File: config.mk
export PLATFORM = sky130hd
export DESIGN_NAME = fixed_point_decimal_to_ascii
export DESIGN_NICKNAME = d
export VERILOG_FILES = /design/src/hdl/fpdta_pkg.sv /design/src/hdl/fpdta_front.sv /design/src/hdl/fpdta_dabble.sv /design/src/hdl/fpdta_serial.sv /design/src/hdl/fixed_point_decimal_to_ascii.sv
export SDC_FILE = /design/constraint.sdc
export NUM_CORES = 1
export LEC_CHECK = 0
export BUFFER_PORTS_ARGS = -buffer_cell sky130_fd_sc_hd__buf_2
export CAP_MARGIN = 10
export CORE_UTILIZATION = 52
export DETAILED_ROUTE_END_ITERATION = 7
export MAX_ROUTING_LAYER = met4
export PLACE_DENSITY_LB_ADDON = 0.08
export SYNTH_ARGS = -nofsm -noshare
export SYNTH_HDL_FRONTEND = slang
export SYNTH_HIERARCHICAL = 1
export SYNTH_SLANG_ARGS = --single-unit
File: constraint.sdc
create_clock -name i_clk -period 17.2 [get_ports i_clk]
set_clock_uncertainty 0.2 [all_clocks]
set_input_delay 0.86 -clock i_clk [delete_from_list [all_inputs] [get_ports i_clk]]
set_output_delay 0.86 -clock i_clk [all_outputs]
set_load 0.02 [all_outputs]
File: src/hdl/fpdta_pkg.sv
package fpdta_pkg;

    localparam int unsigned VALUE_W  = 17;
    localparam int unsigned CHAR_W   = 7;
    localparam int unsigned DIGITS   = 5;
    localparam int unsigned BCD_W    = 4 * DIGITS;

    // the first three shifts can never need a digit correction
    localparam int unsigned PRESHIFT     = 3;
    localparam int unsigned DABBLE_STEPS = 7;

    localparam logic [VALUE_W-1:0] SAT_MAX     = 17'd99999;
    localparam logic [CHAR_W-1:0]  ASCII_POINT = 7'd46;
    localparam logic [2:0]         ASCII_DIGIT_HI = 3'b011;

    // character positions within one run
    localparam logic [2:0] POS_D4    = 3'd0;
    localparam logic [2:0] POS_D3    = 3'd1;
    localparam logic [2:0] POS_POINT = 3'd2;
    localparam logic [2:0] POS_D2    = 3'd3;
    localparam logic [2:0] POS_D1    = 3'd4;
    localparam logic [2:0] POS_D0    = 3'd5;

    typedef struct packed {
        logic [BCD_W-1:0]   bcd;
        logic [VALUE_W-1:0] bin;
    } t_word;

    typedef struct packed {
        logic  v;
        t_word w;
    } t_stage;

    // one shift-add-3 step
    function automatic t_word dabble_step(t_word w);
        t_word c;
        c = w;
        for (int i = 0; i < DIGITS; i++) begin
            if (c.bcd[4*i +: 4] >= 4'd5) begin
                c.bcd[4*i +: 4] = c.bcd[4*i +: 4] + 4'd3;
            end
        end
        return t_word'({c.bcd, c.bin} << 1);
    endfunction

endpackage

File: src/hdl/fpdta_front.sv
module fpdta_front (
    input  logic                            i_clk,
    input  logic                            i_rst_n,
    input  logic                            i_load,
    input  logic                            i_adv,
    input  logic [fpdta_pkg::VALUE_W-1:0]   i_value,
    output fpdta_pkg::t_stage               o_stage
);

    fpdta_pkg::t_stage r_stage;
    fpdta_pkg::t_stage n_stage;
    logic [fpdta_pkg::VALUE_W-1:0] sat;

    always_comb begin
        sat = (i_value > fpdta_pkg::SAT_MAX) ? fpdta_pkg::SAT_MAX : i_value;
        n_stage = r_stage;
        if (i_load) begin
            n_stage.v = 1'b1;
            // pre-shift by three, no correction possible yet
            n_stage.w.bcd = {{(fpdta_pkg::BCD_W - fpdta_pkg::PRESHIFT){1'b0}},
                             sat[fpdta_pkg::VALUE_W-1 -: fpdta_pkg::PRESHIFT]};
            n_stage.w.bin = {sat[fpdta_pkg::VALUE_W-fpdta_pkg::PRESHIFT-1:0],
                             {fpdta_pkg::PRESHIFT{1'b0}}};
        end else if (i_adv) begin
            n_stage.v = 1'b0;
        end
    end

    always_ff @(posedge i_clk) begin
        if (!i_rst_n) begin
            r_stage.v <= 1'b0;
        end else begin
            r_stage.v <= n_stage.v;
        end
        r_stage.w <= n_stage.w;
    end

    assign o_stage = r_stage;

endmodule

File: src/hdl/fpdta_dabble.sv
module fpdta_dabble (
    input  logic              i_clk,
    input  logic              i_rst_n,
    input  logic              i_adv,
    input  fpdta_pkg::t_stage i_stage,
    output fpdta_pkg::t_stage o_stage
);

    fpdta_pkg::t_stage r_stage;
    fpdta_pkg::t_word  n_word;

    always_comb begin
        n_word = i_stage.w;
        for (int s = 0; s < fpdta_pkg::DABBLE_STEPS; s++) begin
            n_word = fpdta_pkg::dabble_step(n_word);
        end
    end

    always_ff @(posedge i_clk) begin
        if (!i_rst_n) begin
            r_stage.v <= 1'b0;
        end else if (i_adv) begin
            r_stage.v <= i_stage.v;
        end
        if (i_adv) begin
            r_stage.w <= n_word;
        end
    end

    assign o_stage = r_stage;

endmodule

File: src/hdl/fpdta_serial.sv
module fpdta_serial (
    input  logic                           i_clk,
    input  logic                           i_rst_n,
    input  fpdta_pkg::t_stage              i_stage,
    output logic                           o_free,
    output logic                           o_strobe,
    output logic [fpdta_pkg::CHAR_W-1:0]   o_ascii_char,
    output logic                           o_last
);

    logic                          r_sv;
    logic [2:0]                    r_pos;
    logic [fpdta_pkg::BCD_W-1:0]   r_bcd;
    logic [2:0]                    n_pos;
    logic [3:0]                    digit;

    assign o_free = !r_sv || (r_pos == fpdta_pkg::POS_D0);

    always_comb begin
        if (r_pos == fpdta_pkg::POS_D0) begin
            n_pos = fpdta_pkg::POS_D0;
        end else begin
            n_pos = r_pos + 3'd1;
        end
        if (o_free) begin
            // skip a zero ten-thousands digit
            n_pos = (i_stage.w.bcd[19:16] != 4'd0) ? fpdta_pkg::POS_D4
                                                   : fpdta_pkg::POS_D3;
        end
    end

    always_ff @(posedge i_clk) begin
        if (!i_rst_n) begin
            r_sv <= 1'b0;
        end else if (o_free) begin
            r_sv <= i_stage.v;
        end
        r_pos <= n_pos;
        if (o_free) begin
            r_bcd <= i_stage.w.bcd;
        end
    end

    always_comb begin
        case (r_pos)
            fpdta_pkg::POS_D4: digit = r_bcd[19:16];
            fpdta_pkg::POS_D3: digit = r_bcd[15:12];
            fpdta_pkg::POS_D2: digit = r_bcd[11:8];
            fpdta_pkg::POS_D1: digit = r_bcd[7:4];
            default:           digit = r_bcd[3:0];
        endcase
        if (r_pos == fpdta_pkg::POS_POINT) begin
            o_ascii_char = fpdta_pkg::ASCII_POINT;
        end else begin
            o_ascii_char = {fpdta_pkg::ASCII_DIGIT_HI, digit};
        end
    end

    assign o_strobe = r_sv;
    assign o_last   = r_sv && (r_pos == fpdta_pkg::POS_D0);

endmodule

File: src/hdl/fixed_point_decimal_to_ascii.sv
// path: an accepted item is registered in front, both dabble stages, then the serializer
// throughput: an item is 5 characters (value below 10000) or 6 (ten-thousands digit shown),
//   set by the character serializer that sends one character per cycle
// reset: synchronous active-low i_rst_n clears all valid bits; nothing else needs reset
// the receiver cannot stall: each character is held for exactly one cycle under o_strobe
module fixed_point_decimal_to_ascii (
    input  logic                          i_clk,
    input  logic                          i_rst_n,
    input  logic                          start,
    output logic                          busy,
    input  logic [fpdta_pkg::VALUE_W-1:0] i_value,
    output logic                          o_strobe,
    output logic [fpdta_pkg::CHAR_W-1:0]  o_ascii_char,
    output logic                          o_last
);

    // pipeline: saturate + pre-shift, two double-dabble stages of seven steps each,
    // then the serializer that walks the digits and the decimal point
    fpdta_pkg::t_stage front_q;
    fpdta_pkg::t_stage mid_q;
    fpdta_pkg::t_stage back_q;
    logic              ser_free;
    logic              adv;
    logic              accept;

    // the whole conversion pipe moves together whenever its tail can hand off
    assign adv    = !back_q.v || ser_free;
    // an empty front stage can always take an item, even while the rest holds
    assign busy   = front_q.v && !adv;
    assign accept = start && !busy;

    fpdta_front u_front (
        .i_clk   (i_clk),
        .i_rst_n (i_rst_n),
        .i_load  (accept),
        .i_adv   (adv),
        .i_value (i_value),
        .o_stage (front_q)
    );

    fpdta_dabble u_dabble_a (
        .i_clk   (i_clk),
        .i_rst_n (i_rst_n),
        .i_adv   (adv),
        .i_stage (front_q),
        .o_stage (mid_q)
    );

    fpdta_dabble u_dabble_b (
        .i_clk   (i_clk),
        .i_rst_n (i_rst_n),
        .i_adv   (adv),
        .i_stage (mid_q),
        .o_stage (back_q)
    );

    // serializer loads a fresh item on the cycle its last character goes out
    fpdta_serial u_serial (
        .i_clk        (i_clk),
        .i_rst_n      (i_rst_n),
        .i_stage      (back_q),
        .o_free       (ser_free),
        .o_strobe     (o_strobe),
        .o_ascii_char (o_ascii_char),
        .o_last       (o_last)
    );

endmodule
* Yosys cells after proc, flatten, opt, wreduce, memory -nomap -nowiden
Index checks and enable logic that the tools add are counted.
Word-level totals: output and inout bits 10, register bits after elaboration 91
Operators by class: add/subtract/negate cells 61, multiplexer cells 67, $lt $le $gt $ge 61, reductions and logical operators 12, eq/ne operators 5
Operator list (number):
- $ge A4 B3 Y1 const B | 55
- $mux W4 | 50
- $add A4 B2 Y4 const B | 46
- $mux W3 | 12
- $add A3 B2 Y3 const B | 9
- $gt A17 B17 Y1 const B | 1
- $pmux W4 S4 | 1
- $add A1 B2 Y3 const B | 4
- $ge A1 B3 Y1 const B | 4
- $eq A3 B2 Y1 const B | 2
- $eq A3 B3 Y1 const B | 2
- $mux W5 | 1
- $add A3 B2 Y4 const B | 1
- $logic_not A1 Y1 | 4
- $reduce_bool A4 Y1 | 1
- $add A3 B1 Y3 const B | 1
- $eq A3 B1 Y1 const B | 1
- $ge A3 B3 Y1 const B | 1
- $logic_and A1 B1 Y1 | 3
- $logic_not A3 Y1 | 1
- $mux W1 | 3
- $logic_or A1 B1 Y1 | 2
- $reduce_bool A2 Y1 | 1

* Logic depth before layout (Yosys ltp)
Gate-level depths: netlist of run 1.
word-level depth 14, mapped depth 33

* Cells and area by module
The synthesis of run 1 kept the hierarchy.
Modules (own cells, without submodules):
- fpdta_dabble | cells an instance 755, instances 2, seq. area each 920.9 um^2, area an instance 5979.5 um^2
- fpdta_serial | cells an instance 71, instances 1, seq. area each 680.7 um^2, area an instance 1014.7 um^2
- fpdta_front | cells an instance 66, instances 1, seq. area each 530.5 um^2, area an instance 868.3 um^2
- fixed_point_decimal_to_ascii | cells an instance 3, instances 1, seq. area each 0.0 um^2, area an instance 23.8 um^2

* Worst setup path after synthesis of run 1
OpenSTA, ideal clock, no wires.
path type register -> register, from register u_dabble_a.r_stage, in the netlist u_dabble_a/o_stage[21], to register u_dabble_b.r_stage, in the netlist u_dabble_b/o_stage[27], data pin, arrival time 5.416 ns, setup slack 11.320 ns, cell stages (with the launch flop) 31, required time 16.736 ns, library setup time 0.264 ns, cells stage by stage edfxtp_1 -> inv_1 -> ha_1 -> buf_6 -> nor2b_4 -> or3_4 -> and2_4 -> clkinv_2 -> ha_1 -> o21bai_1 -> a211oi_2 -> nor2_1 -> inv_1 -> ha_1 -> inv_1 -> a311oi_1 -> o2bb2ai_2 -> ha_1 -> inv_1 -> a211oi_1 -> o2bb2ai_2 -> ha_1 -> nand2_1 -> a211oi_1 -> o41ai_1 -> a21boi_0 -> o22ai_2 -> nand2_1 -> mux2_4 -> a21boi_1 -> o22ai_1
RTL lines:
- from (decl) | RTL line fpdta_dabble.sv:9 | fpdta_pkg::t_stage r_stage;
- to (decl) | RTL line fpdta_dabble.sv:9

==> metrics.md, run 1 <==
| Metric | Value |
|---|---|
| Max Clock Freq | `approximately 150 MHz` |
| Pre-CTS setup slack | `approximately 11 ns` |
| CTS tree | `built` |
| Worst-path clk slew | `0.08 ns` |
| Core area | `25200 um^2` |
| Status | `complete, no violations` |
| Global placer's final weighted congestion | `0.879` |
| Ys Warns | `6` |
| Slowest-stage cell, CP | `edfxtp_1` |
| Most Crowded Layer GR | `met2` |
| Most used cell, CP | `ha_1` |
| Largest net degree at the start of global routing | `38` |
| Worst endpoint required time | `around 17 ns` |
| Bufs and invs on worst path | `6` |
| Period utilisation layout | `between 30% and 40%` |
| Final WL | `~28000 um` |
| Starting Density | `between 50% and 60%` |
| Initial antenna violation count | `0` |
| Setup tns final | `0 ns` |
| Die ar. | `approximately 26000 um^2` |
| Area grow syn2layout | `4.31%` |
| PortBufs | `27` |
| Clk Tree Root Cell | `clkbuf_16` |
| Die Wd | `162 um` |
| Placement Cell Area | `13600 um^2` |
| Worst-Margin Slew | `1.13 ns` |
| Initial DRC Count | `609` |
| Nets@finish | `between 1500 and 2000` |
| Syn avg cell area | `8.24 um^2` |
| CP top delay family | `compound AO/OA/AOI/OAI gates` |
| Final worst slack | `~11 ns` |
| Placed cells | `1928` |
| DRT Pass-1 Iters | `5` |
| Post-CTS Resized | `0` |
| Final slew viol count | `0` |
| Diodes inserted | `0` |
| GRT Resource Usage Total | `a little over a fifth` |
| Share of layout cells above drive strength 1 | `between 10% and 20%` |
| Cell count after synthesis | `roughly 1600` |
| Met3 Usage GRT | `about 1.8%` |
| Routed vias/inst | `between 6 and 7` |
| Post-synthesis cell area | `13300 um^2` |
| First-pass GRT wire length | `~48000 um` |
| Deepest clock path buffer count | `2` |
| Met2 Resource Use GR | `between 30% and 40%` |
| Avg WL per Cell | `about 14 um` |
| H-tree Lvls | `3` |
| Vias | `roughly 12000` |
| Fillcell total | `between 2000 and 2500` |
| Max cap viols | `0` |
| # hold bufs at CTS | `0` |
| Fin area | `between 10000 and 15000 um^2` |
| Final setup fails | `0` |
| Clock buffer count from CTS | `9` |
| Crit path kind | `reg2reg` |
| Register area | `roughly 2700 um^2` |
| Vias in the first global route | `approximately 11000` |
| Final worst path period need | `approximately 6.5 ns` |
| CP arrival | `approximately 6.4 ns` |
| Fin. Hold Viols | `0` |
| Worst skew pair latency | `approximately 0.35 ns` |
| Clk sinks | `between 90 and 100` |
| Multi-input gate area | `between 9000 and 10000 um^2` |
| Die span in y | `around 160 um` |
| Num ports | `30` |
| Hold Crit Class | `reg2reg` |
| RSZ-0062 raised after global routing | `false` |
| GR Overflow Total | `0` |
| Slew margin rel. | `about a quarter` |
| Rows | `between 50 and 60` |
| Max incr delay on CP | `between 0.5 and 0.6 ns` |
| Layout Cells excl Fill | `roughly 1900` |
| Setup crit start kind | `register` |
| Residual DRC | `0` |
| Post-route ant nets | `0` |
| Final HPWL DP | `between 20000 and 25000 um` |
| Worst Path Max Fanout | `9` |
| M1 GR Usage | `slightly below 30%` |
| Setup Fix Bufs, Post-CTS | `0` |
| Worst setup EP type | `register` |
==> metrics by stage <==
| stage | util (%) | hold WS (ns) |
|---|---|---|
| after CTS | 55.3 | 0.220 |
| after floorplan | - | 0.200 |
| after detailed placement | 54.0 | 0.205 |
| after global placement | 54.0 | 0.201 |
| final | 55.3 | 0.219 |
| after global routing | 55.3 | 0.227 |
==> per-layer routing <==
metal  wire length (um)  vias up  part of all wire (%)
met4                173        0                  0.63
met3                669       15                   2.4
li1                   -     6129                     -
met2              12800      155                    47
met1              13800     5466                    50
met5                  0        -                     0
==> worst register-to-register path, delay by kind of cell (launching register included) <==
| kind | cells | cell delay [ns] |
|---|---|---|
| buf+inv | 6 | 0.55 |
| flops | 1 | 0.53 |
| fa+ha+maj | 6 | 1.45 |
| simple gates | 7 | 1.57 |
| compound gates | 10 | 1.98 |
==> cell usage in the layout (no fill, tap or decap), types with 27 or more instances in the layout <==
cell type    n
nand2b_1    32
edfxtp_1    84
nor2_1     100
inv_1      103
a21oi_1     96
nand2_1    154
mux2i_1     35
nand3_1     51
ha_1        65
nor3_1      36
o21ai_0    103
o21ai_1     29
buf_2       27
==> registers in the layout, summed over array words and instances, names as in the netlist <==
name,count
u_dabble_a/o_stage,28
u_dabble_b/o_stage,21
u_front/o_stage,18
u_serial/o_strobe,1
u_serial/r_bcd,20
u_serial/r_pos,3
==> area by class of cell <==
| cell class | instances | share of cell area [%] |
|---|---|---|
| repair buffers | 32 | 1.24 |
| flip-flops and latches | 91 | 19.1 |
| clock inverters | 7 | 0.584 |
| well taps | 330 | 2.97 |
| inverters | 124 | 3.36 |
| multi-input cells | 1351 | 71.1 |
| clock buffers | 9 | 1.62 |
==> final timing paths <==
path / startpoint / end / slack, ns / cells past startpoint
setup / recovery: u_dabble_a/o_stage[17]$_DFFE_PP_ / u_dabble_b/o_stage[22]$_DFFE_PP_ / 10.67 / 29
hold / removal: u_dabble_b/o_stage[26]$_DFFE_PP_ / u_serial/r_bcd[9]$_DFFE_PP_ / 0.22 / 0
setup reg to reg: u_dabble_a/o_stage[17]$_DFFE_PP_ / u_dabble_b/o_stage[22]$_DFFE_PP_ / 10.67 / 29
hold reg to reg: u_dabble_b/o_stage[26]$_DFFE_PP_ / u_serial/r_bcd[9]$_DFFE_PP_ / 0.22 / 0
Power of run 1 is not shown: default switching activity piles up to over one toggle a cycle in this logic, so the estimate is an artifact.
==> run 2, diff against run 1 <==
Clock period 17.2 ns to 5.2 ns, I/O delays scaled along.
==> run 2 against run 1 <==
The run now ends with negative setup slack left. Global-route usage is 1.7 points higher. Sequential share of layout area shrank 3.0 points. Core utilization increased by 10 points. First-iteration DRC count up 19%. Critical path type unchanged. Critical endpoint is now u_dabble_b/o_stage[34]$_DFFE_PP_.
==> metrics.md, run 2 (synthesis gave the netlist of run 1 again) <==
| Metric | Value |
|---|---|
| Status | `complete, but fails checks` |
| Failing checks | `negative setup slack` |
| Avg WL per Cell | `about 14 um` |
| Max reg flops | `28` |
| Critical R2R Launch | `u_dabble_a/o_stage[33]$_DFFE_PP_` |
| R2R Setup Slk | `-0.22 ns` |
| Deepest clock path buffer count | `2` |
| Clk Tree Root Cell | `clkbuf_16` |
| Worst path depth | `31` |
| Commonest cells after routing, fill and taps aside | `buf_4 (217), nand2_1 (148), o21ai_0 (95), nor2_1 (91), a21oi_1 (90)` |
| Nets@finish | `just under 2000` |
| GRT Resource Usage Total | `23.4%` |
| Worst Path Max Fanout | `3` |
| Worst-Margin Slew | `roughly 1.1 ns` |
| Critical Path Source | `u_dabble_a/o_stage[33]$_DFFE_PP_` |
| Worst endpoint required time | `approximately 5.1 ns` |
| Max Clock Freq | `185 MHz` |
| Hold Crit Class | `in2reg` |
| Clk sinks | `between 90 and 100` |
| Pre-CTS setup slack | `-0.320 ns` |
| Area grow syn2layout | `24.0%` |
| Final worst path period need | `5.42 ns` |
| Most used cell, CP | `ha_2` |
| CTS tree | `built` |
| Crit path kind | `reg2reg` |
| Worst setup EP type | `register` |
| CP top delay family | `compound AO/OA/AOI/OAI gates` |
| Rows | `58` |
| DRT Pass-1 Iters | `5` |
| Final slew viol count | `0` |
| Max cap viols | `0` |
| Post-route ant nets | `0` |
| Worst-path clk slew | `roughly 0.07 ns` |
| PortBufs | `27` |
| Initial antenna violation count | `0` |
| Initial DRC Count | `726` |
| GR Overflow Total | `0` |
| H-tree Lvls | `3` |
| Slew margin rel. | `approximately 26%` |
| Final worst slack | `-0.220 ns` |
| Placement Cell Area | `~15000 um^2` |
| Slowest-stage cell, CP | `edfxtp_1` |
| Bufs and invs on worst path | `7` |
| Starting Density | `around 53%` |
| Die Wd | `around 160 um` |
| Most common cell after layout, fill and taps aside | `buf_4` |
| Worst skew pair latency | `0.35 ns` |
| Fillcell total | `2035` |
| Core area | `around 25000 um^2` |
| Vias in the first global route | `about 12000` |
| Worst Setup EP | `u_dabble_b/o_stage[34]$_DFFE_PP_` |
| Die span in y | `about 160 um` |
| First-pass GRT wire length | `roughly 52000 um` |
| Num ports | `30` |
| RSZ-0062 raised after global routing | `true` |
| Final setup fails | `10` |
| Crit Reg-Reg Endpoint | `u_dabble_b/o_stage[34]$_DFFE_PP_` |
| Fin area | `16500 um^2` |
| CP arrival | `~5.3 ns` |
| Final WL | `just over 30000 um` |
| Final HPWL DP | `around 23000 um` |
| Max incr delay on CP | `roughly 0.43 ns` |
| Reg2Reg Depth | `31` |
| Setup crit start kind | `register` |
| Largest net degree at the start of global routing | `27` |
| Clock buffer count from CTS | `9` |
| Fin. Hold Viols | `0` |
| Share of layout cells above drive strength 1 | `33.6%` |
| Diodes inserted | `0` |
| Global placer's final weighted congestion | `between 0.9 and 1` |
| Vias | `12900` |
| Period utilisation layout | `104%` |
| Routed vias/inst | `between 5 and 6` |
| Die ar. | `approximately 26000 um^2` |
| Residual DRC | `0` |
run 2: metal layers:
| layer | GRT usage [%] | vias up | share of wire [%] |
|---|---|---|---|
| met5 | - | - | 0 |
| met4 | 4.76 | 0 | 0.99 |
| met3 | 1.94 | 25 | 2.3 |
| met2 | 40.5 | 182 | 49 |
| met1 | 29.9 | 6094 | 47 |
| li1 | - | 6598 | - |
run 2: final cells by class:
class | instances | area (um^2) | area share [%]
multi-input cells | 1351 | 10700 | 64.8
flip-flops and latches | 91 | 2660 | 16.1
repair buffers | 263 | 1960 | 11.9
inverters | 124 | 479 | 2.90
well taps | 330 | 413 | 2.50
clock buffers | 9 | 225 | 1.36
clock inverters | 7 | 76.3 | 0.462
run 2: worst register-to-register path: cells and delay by family (launching register included):
family / cells / cell delay [ns]
mux: 1 / 0.25
xor+xnor: 1 / 0.12
flops: 1 / 0.43
simple gates: 7 / 0.77
buf+inv: 7 / 0.63
compound gates: 10 / 1.85
fa+ha+maj: 5 / 0.91
run 2: worst min-delay path by stage:
stage                                        endpoint                        startpoint  depth (start not counted)  slack, ns
CTS                 u_front/o_stage[14]$_SDFFCE_PN0P_                       i_value[11]                          2      0.009
floorplan            u_front/o_stage[37]$_SDFFE_PN0P_                           i_rst_n                          1       0.18
detailed placement   u_dabble_a/o_stage[16]$_DFFE_PP_  u_front/o_stage[9]$_SDFFCE_PN0P_                          0       0.20
finish              u_front/o_stage[14]$_SDFFCE_PN0P_                       i_value[11]                          2       0.02
global route        u_front/o_stage[14]$_SDFFCE_PN0P_                       i_value[11]                          2       0.02
global placement          u_serial/r_bcd[0]$_DFFE_PP_  u_dabble_b/o_stage[17]$_DFFE_PP_                          0       0.20
run 2: through the flow:
step | hold WS (ns) | TNS [ns] | cells | utilization, %
3_5_place_dp | 0.205 | -2.61 | 2107 | 61.1
6_report | 0.0195 | -1.01 | 2175 | 65.7
5_1_grt | 0.0249 | -5.69 | 2175 | 65.7
2_1_floorplan | 0.178 | -2.14 | 1634 | -
4_1_cts | 0.00878 | -1.22 | 2156 | 63.9
3_3_place_gp | 0.201 | -0.705 | 2107 | 61.1
run 2: repair_timing:
action,4_1_cts,5_1_grt
pin swaps,30,34
resized for setup,26,62
hold endpoints to repair,17,0
buffers inserted,19,20
hold buffers,14,0
endpoints found under the setup margin,15,22
Power of run 2 is left out for the same reason.
